===== config.mk =====
export PLATFORM = sky130hd
export DESIGN_NAME = gfr_ctrl
export DESIGN_NICKNAME = d
export VERILOG_FILES = /design/src/design/gfr_pkg.sv /design/src/design/gfr_ctrl.sv
export SDC_FILE = /design/constraint.sdc
export NUM_CORES = 1
export LEC_CHECK = 0
export ABC_AREA = 1
export BUFFER_PORTS_ARGS = -buffer_cell sky130_fd_sc_hd__buf_2
export CORE_MARGIN = 2
export CORE_UTILIZATION = 43
export CTS_CLUSTER_DIAMETER = 60
export CTS_CLUSTER_SIZE = 24
export DETAILED_ROUTE_END_ITERATION = 16
export GPL_ROUTABILITY_DRIVEN = 0
export PLACE_DENSITY = 0.74
export SLEW_MARGIN = 10
export SYNTH_ARGS = -nofsm -noshare
export SYNTH_HDL_FRONTEND = slang
export SYNTH_SLANG_ARGS = --single-unit

===== constraint.sdc =====
create_clock -name aclk -period 1.1 [get_ports aclk]
set_input_delay 0.11 -clock aclk [delete_from_list [all_inputs] [get_ports aclk]]
set_output_delay 0.11 -clock aclk [all_outputs]
set_load 0.1 [all_outputs]

===== src/design/gfr_pkg.sv =====
// gfr_pkg: shared types and codes for the axis Gaussian filter block.
// Used by gfr_ctrl, gfr_datapath and the top level. No dependencies.
package gfr_pkg;

    localparam logic [1:0] OP_TAP   = 2'd0;
    localparam logic [1:0] OP_VOXEL = 2'd1;
    localparam logic [1:0] OP_READ  = 2'd2;

    localparam logic [1:0] AXIS_X = 2'd0;
    localparam logic [1:0] AXIS_Y = 2'd1;
    localparam logic [1:0] AXIS_Z = 2'd2;

    localparam logic [2:0] CFG_AXIS   = 3'd0;
    localparam logic [2:0] CFG_RADIUS = 3'd1;
    localparam logic [2:0] CFG_WIDTH  = 3'd2;
    localparam logic [2:0] CFG_HEIGHT = 3'd3;
    localparam logic [2:0] CFG_DEPTH  = 3'd4;

    localparam int TDATA_IN_W  = 32;
    localparam int TDATA_OUT_W = 16;

    typedef logic signed [7:0] coord_t;

    typedef struct packed {
        logic       wr_tap;
        logic       wr_voxel;
        logic       load;
        logic       issue;
        logic [2:0] tap_idx;
        logic       finish;
    } cmd_t;

    typedef struct packed {
        logic [2:0] last_tap;
        logic       out_free;
    } status_t;

    // Reflect once at the edges, then clamp into 0..n-1.
    function automatic coord_t mirror(coord_t i, logic [4:0] n);
        coord_t m;
        coord_t nn;
        nn = $signed({3'b000, n});
        m = i;
        if (i < 0) begin
            m = -i - 8'sd1;
        end else if (i >= nn) begin
            m = (nn <<< 1) - i - 8'sd1;
        end
        if (m < 0) begin
            m = '0;
        end
        if (m > nn - 8'sd1) begin
            m = nn - 8'sd1;
        end
        return m;
    endfunction

endpackage


===== src/design/gfr_ctrl.sv =====
// gfr_ctrl: sequencer for word decode and the tap walk of a filtered read.
// Depends on gfr_pkg.
module gfr_ctrl (
    input  logic             aclk,
    input  logic             aresetn,
    input  logic             s_tvalid,
    output logic             s_tready,
    input  logic [1:0]       opcode,
    input  gfr_pkg::status_t status,
    output gfr_pkg::cmd_t    cmd
);

    typedef enum logic [4:0] {
        ST_IDLE  = 5'b00001,
        ST_WALK  = 5'b00010,
        ST_DRAIN = 5'b00100,
        ST_FLUSH = 5'b01000,
        ST_DONE  = 5'b10000
    } state_t;

    state_t     state_reg, state_next;
    logic [2:0] cnt_reg, cnt_next;
    logic       accept;

    assign s_tready = (state_reg == ST_IDLE);
    assign accept   = s_tvalid && s_tready;

    always_comb begin
        state_next   = state_reg;
        cnt_next     = cnt_reg;
        cmd          = '0;
        cmd.tap_idx  = cnt_reg;
        case (state_reg)
            ST_IDLE: begin
                if (accept) begin
                    case (opcode)
                        gfr_pkg::OP_TAP:   cmd.wr_tap = 1'b1;
                        gfr_pkg::OP_VOXEL: cmd.wr_voxel = 1'b1;
                        gfr_pkg::OP_READ: begin
                            cmd.load   = 1'b1;
                            cnt_next   = '0;
                            state_next = ST_WALK;
                        end
                        default: ;
                    endcase
                end
            end
            ST_WALK: begin
                cmd.issue = 1'b1;
                if (cnt_reg == status.last_tap) begin
                    state_next = ST_DRAIN;
                end else begin
                    cnt_next = cnt_reg + 3'd1;
                end
            end
            ST_DRAIN: state_next = ST_FLUSH;
            ST_FLUSH: state_next = ST_DONE;
            ST_DONE: begin
                if (status.out_free) begin
                    cmd.finish = 1'b1;
                    state_next = ST_IDLE;
                end
            end
            default: state_next = ST_IDLE;
        endcase
    end

    always_ff @(posedge aclk) begin
        if (!aresetn) begin
            state_reg <= ST_IDLE;
            cnt_reg   <= '0;
        end else begin
            state_reg <= state_next;
            cnt_reg   <= cnt_next;
        end
    end

endmodule


### Word level (Yosys, flattened, before mapping)

Index checks and enable logic that the tools add are counted.

* flip-flop bits (word level): 8
* input port bits: 9
* output and inout bits: 9

* add/sub/neg operators: 1
* eq/ne operators: 13
* muxes and demuxes: 17
* reduce and logical (&&, ||, !) cells: 5

Operators by type and width (count)
* 5-bit case mux with 5 select lines: 1
* 5-bit 2-to-1 mux: 4
* 3-bit 2-to-1 mux: 5
* 4-bit AND reduction: 2
* 1-bit 2-to-1 mux: 6
* 2-bit inequality test, second input constant: 3
* 3-bit case mux with 2 select lines: 1
* 5-bit by 1-bit == test with 1-bit output, second input constant: 1
* 5-bit by 2-bit == test with 1-bit output, second input constant: 1
* 5-bit by 3-bit == test with 1-bit output, second input constant: 1
* 5-bit by 4-bit == test with 1-bit output, second input constant: 1
* 5-bit == test, second input constant: 1
* 2-bit by 1-bit inequality test with 1-bit output, second input constant: 2
* 3-bit by 1-bit adder with 3-bit output, second input constant: 1
* 3-bit == test: 1
* 2-bit by 1-bit == test with 1-bit output, second input constant: 1
* 2-bit == test, second input constant: 1
* 2-bit zero test: 1
* 2-bit nonzero test: 1
* 1-bit logical AND: 1

### Logic depth before layout (Yosys ltp)

* word-level depth: 4
* mapped depth: 9
* mapped depth without buffers: 9

### Worst setup path after synthesis

OpenSTA, ideal clock, no wires.

* kind: flip-flop to output port
* from: reg state_reg[2]
* to: out cmd[6] in the netlist's numbering
* arrival time: 3.101 ns
* required time: 0.990 ns
* slack: -2.111 ns
* stages on the path, launching flop included: 6
* buffers on the path: 0
* cell sequence: dfxtp_1 -> nor2_4 -> nand3_2 -> clkinv_2 -> nand2_1 -> nor3_1

RTL lines
* start, declared: line gfr_ctrl.sv:21 `state_t state_reg, state_next;`
* start signal, assigned: line gfr_ctrl.sv:73 `state_reg <= state_next;`
* end, declared: line gfr_ctrl.sv:10 `output gfr_pkg::cmd_t cmd`

==> reports/metrics.csv <==
metric,value,unit
setup violators final,12,
Worst setup SP type,flip-flop,
"Seq/Total Area, Yosys",0.269,
CTS H-tree lvls,1,
first-pass GRT wire length,2.73,mm
cells after synthesis,91,
WS Path Type,reg2out,
CTS tree,yes,
"FF+latch count, synth",8,
power density over cell area,779,nW/µm²
core region area,1300,µm²
Port-buffer cells,17,
TritonCTS Sinks,8,
Initial Util,0.457,
Root Driver,clkbuf_4,
# fillers,37,
"EDFF count, synth",0,
Worst EP required,0.99,ns
worst slew pin tran,0.303,ns
vias in the first global route,720,
syn avg cell area,6.53,µm²
Avg WL per Cell,15.4,µm
failing checks,setup timing,
Place WS,-0.160,ns
initial antenna violation count,0,
Antenna Nets Post-Route,0,
First-pass DRT Iterations,4,
number of library cell types mapped by synthesis,21,
# IOs,18,
most common flop cell mapped by yosys,dfxtp_1,
max reg flops,5,
fin crit share,1.37,
drt drc,0,
Non-Filler Instances,147,
via/cell ratio,5.31,
Synthesized Nets,101,
CP Capture Type,output port,
setup ws final,-0.410,ns
Initial DRC Count,25,
area of the mapped netlist,594,µm²
GRT Total Usage,0.247,
ratio of cells with drive above 1 in the final layout,0.606,
status,"complete, but fails checks",
MaxCap Viol Count,0,
fin area,1240,µm²
Inserted Clock Buffers,3,
fin nets,143,
critical path peak fanout,3,
clock buffer depth,2,
upper clock frequency limit,662,MHz
Antenna Cells,0,
final WL,2.26,mm
Ys Warns,0,
FF/Latch Area,176,µm²
DIE WIDTH,41.2,µm
placed insts,136,
Worst-Skew Late Latency,0.26,ns
Slew headroom,0.798,
die height,41.2,µm
Hold Path Class,in2reg,
pin count of the biggest net entering global routing,8,
Final min period,1.51,ns
placed instance area,1030,µm²
leakage,0.000568,µW
final hold vios,0,
"Remaining Overflow, GRT",0,
RSZ-0062 raised after global routing,true,
Detailed Place HPWL,1.25,mm
P&R area growth vs syn,108,%
combined area of the multi-input logic cells,505,µm²
clock skew,0.0168,ns
die area,1700,µm²
Post-synth ARST share,0,
row count,13,
Vias,781,
fin. max-slew vios,0,
WP data arrival,1.40,ns
clock-pin slew on the worst setup and hold paths,0.06,ns
Hold Slack,0.0725,ns
Max VDD drop,890,µV
final design utilization,0.950,
## cell usage in the layout, fill, tap and decap left out
cell        count
nand3_4         3
nand2_1        15
nand4_1         2
a21oi_1         2
clkinv_8        1
ha_1            1
buf_2           8
nand3_1         6
o21ai_1         1
xnor2_1         1
nor2_4          4
buf_4          11
nor2_8          1
dfxtp_4         3
a21boi_2        1
dfxtp_1         1
inv_1          14
nand3_2         5
buf_6           7
clkbuf_4        3
clkbuf_1        1
a21oi_2         3
inv_2           3
nor2_2          2
nor2_1          8
nor3_4          2
nand2_2         3
nand2_8         3
buf_12         11
nand2_4         1
dfxtp_2         4
clkinvlp_4      1
## where the power goes
group | switching [µW] | internal (µW)
clock | 105 | 139
sequential | 8.71 | 292
combinational | 241 | 178
total | 355 | 609
## metal layers
metal | global-route usage | wire [µm]
met1 | 0.257 | 848
met2 | 0.441 | 1150
met3 | 0.0543 | 156
met4 | 0.153 | 102
met5 | 0 | 0
## Yosys cell counts, types with 2 or more instances
cell,instances,share of area
nand2_4,3,0.057
nand3_2,4,0.067
nand3_1,10,0.084
dfxtp_1,8,0.27
nand4_1,2,0.021
nor3_1,2,0.017
a21oi_1,5,0.042
nand2_1,18,0.11
nor2_1,12,0.076
inv_1,16,0.10
## worst paths after layout
path | cells past startpoint | end | slack [ns] | start
worst max-delay path | 6 | cmd[6] | -0.41 | state_reg[2]$_SDFFE_PN0P_
worst min-delay path | 3 | cnt_reg[1]$_SDFFE_PN0P_ | 0.07 | aresetn
worst max register to register | 10 | cnt_reg[0]$_SDFFE_PN0P_ | -0.34 | state_reg[2]$_SDFFE_PN0P_
worst min register to register | 2 | cnt_reg[0]$_SDFFE_PN0P_ | 0.54 | cnt_reg[0]$_SDFFE_PN0P_
## cell type report
class | instances | area share
multi-input cells | 64 | 0.409
clock buffers | 4 | 0.0213
flip-flops and latches | 8 | 0.143
repair buffers | 37 | 0.341
well taps | 15 | 0.0152
inverters | 19 | 0.0708
## kinds of logic after synthesis
| family | count (synthesis) | synth area share |
|---|---|---|
| adders and majority gates | 1 | 0.0210 |
| xor gates and xnor gates | 1 | 0.0147 |
| DFF | 8 | 0.269 |
| AOI/OAI and AO/OA | 7 | 0.0631 |
| buffers and inverters | 19 | 0.122 |
| and+or+nand+nor | 55 | 0.509 |
## timing repair
item	4_1_cts	5_1_grt
pin swaps	8	5
setup endpoints to repair	13	14
resized for setup	10	18
setup buffers	5	5
hold buffers	0	0
## worst max-delay path, cell delays in order, from the launching register on
cell      delay, ns
dfxtp_2        0.33
nor2_4         0.16
nand3_4        0.13
clkinv_8       0.08
nand2_8        0.05
nor3_4         0.19
buf_12         0.20
## metrics by stage
step,power [µW],setup TNS [ns]
final,964,-3.29
after global routing,1010,-4.05
after CTS,927,-3.03
after detailed placement,635,-0.875
after global placement,627,-0.621
after floorplan,510,-3.02
No activity file was read; power rests on OpenSTA's default activity.
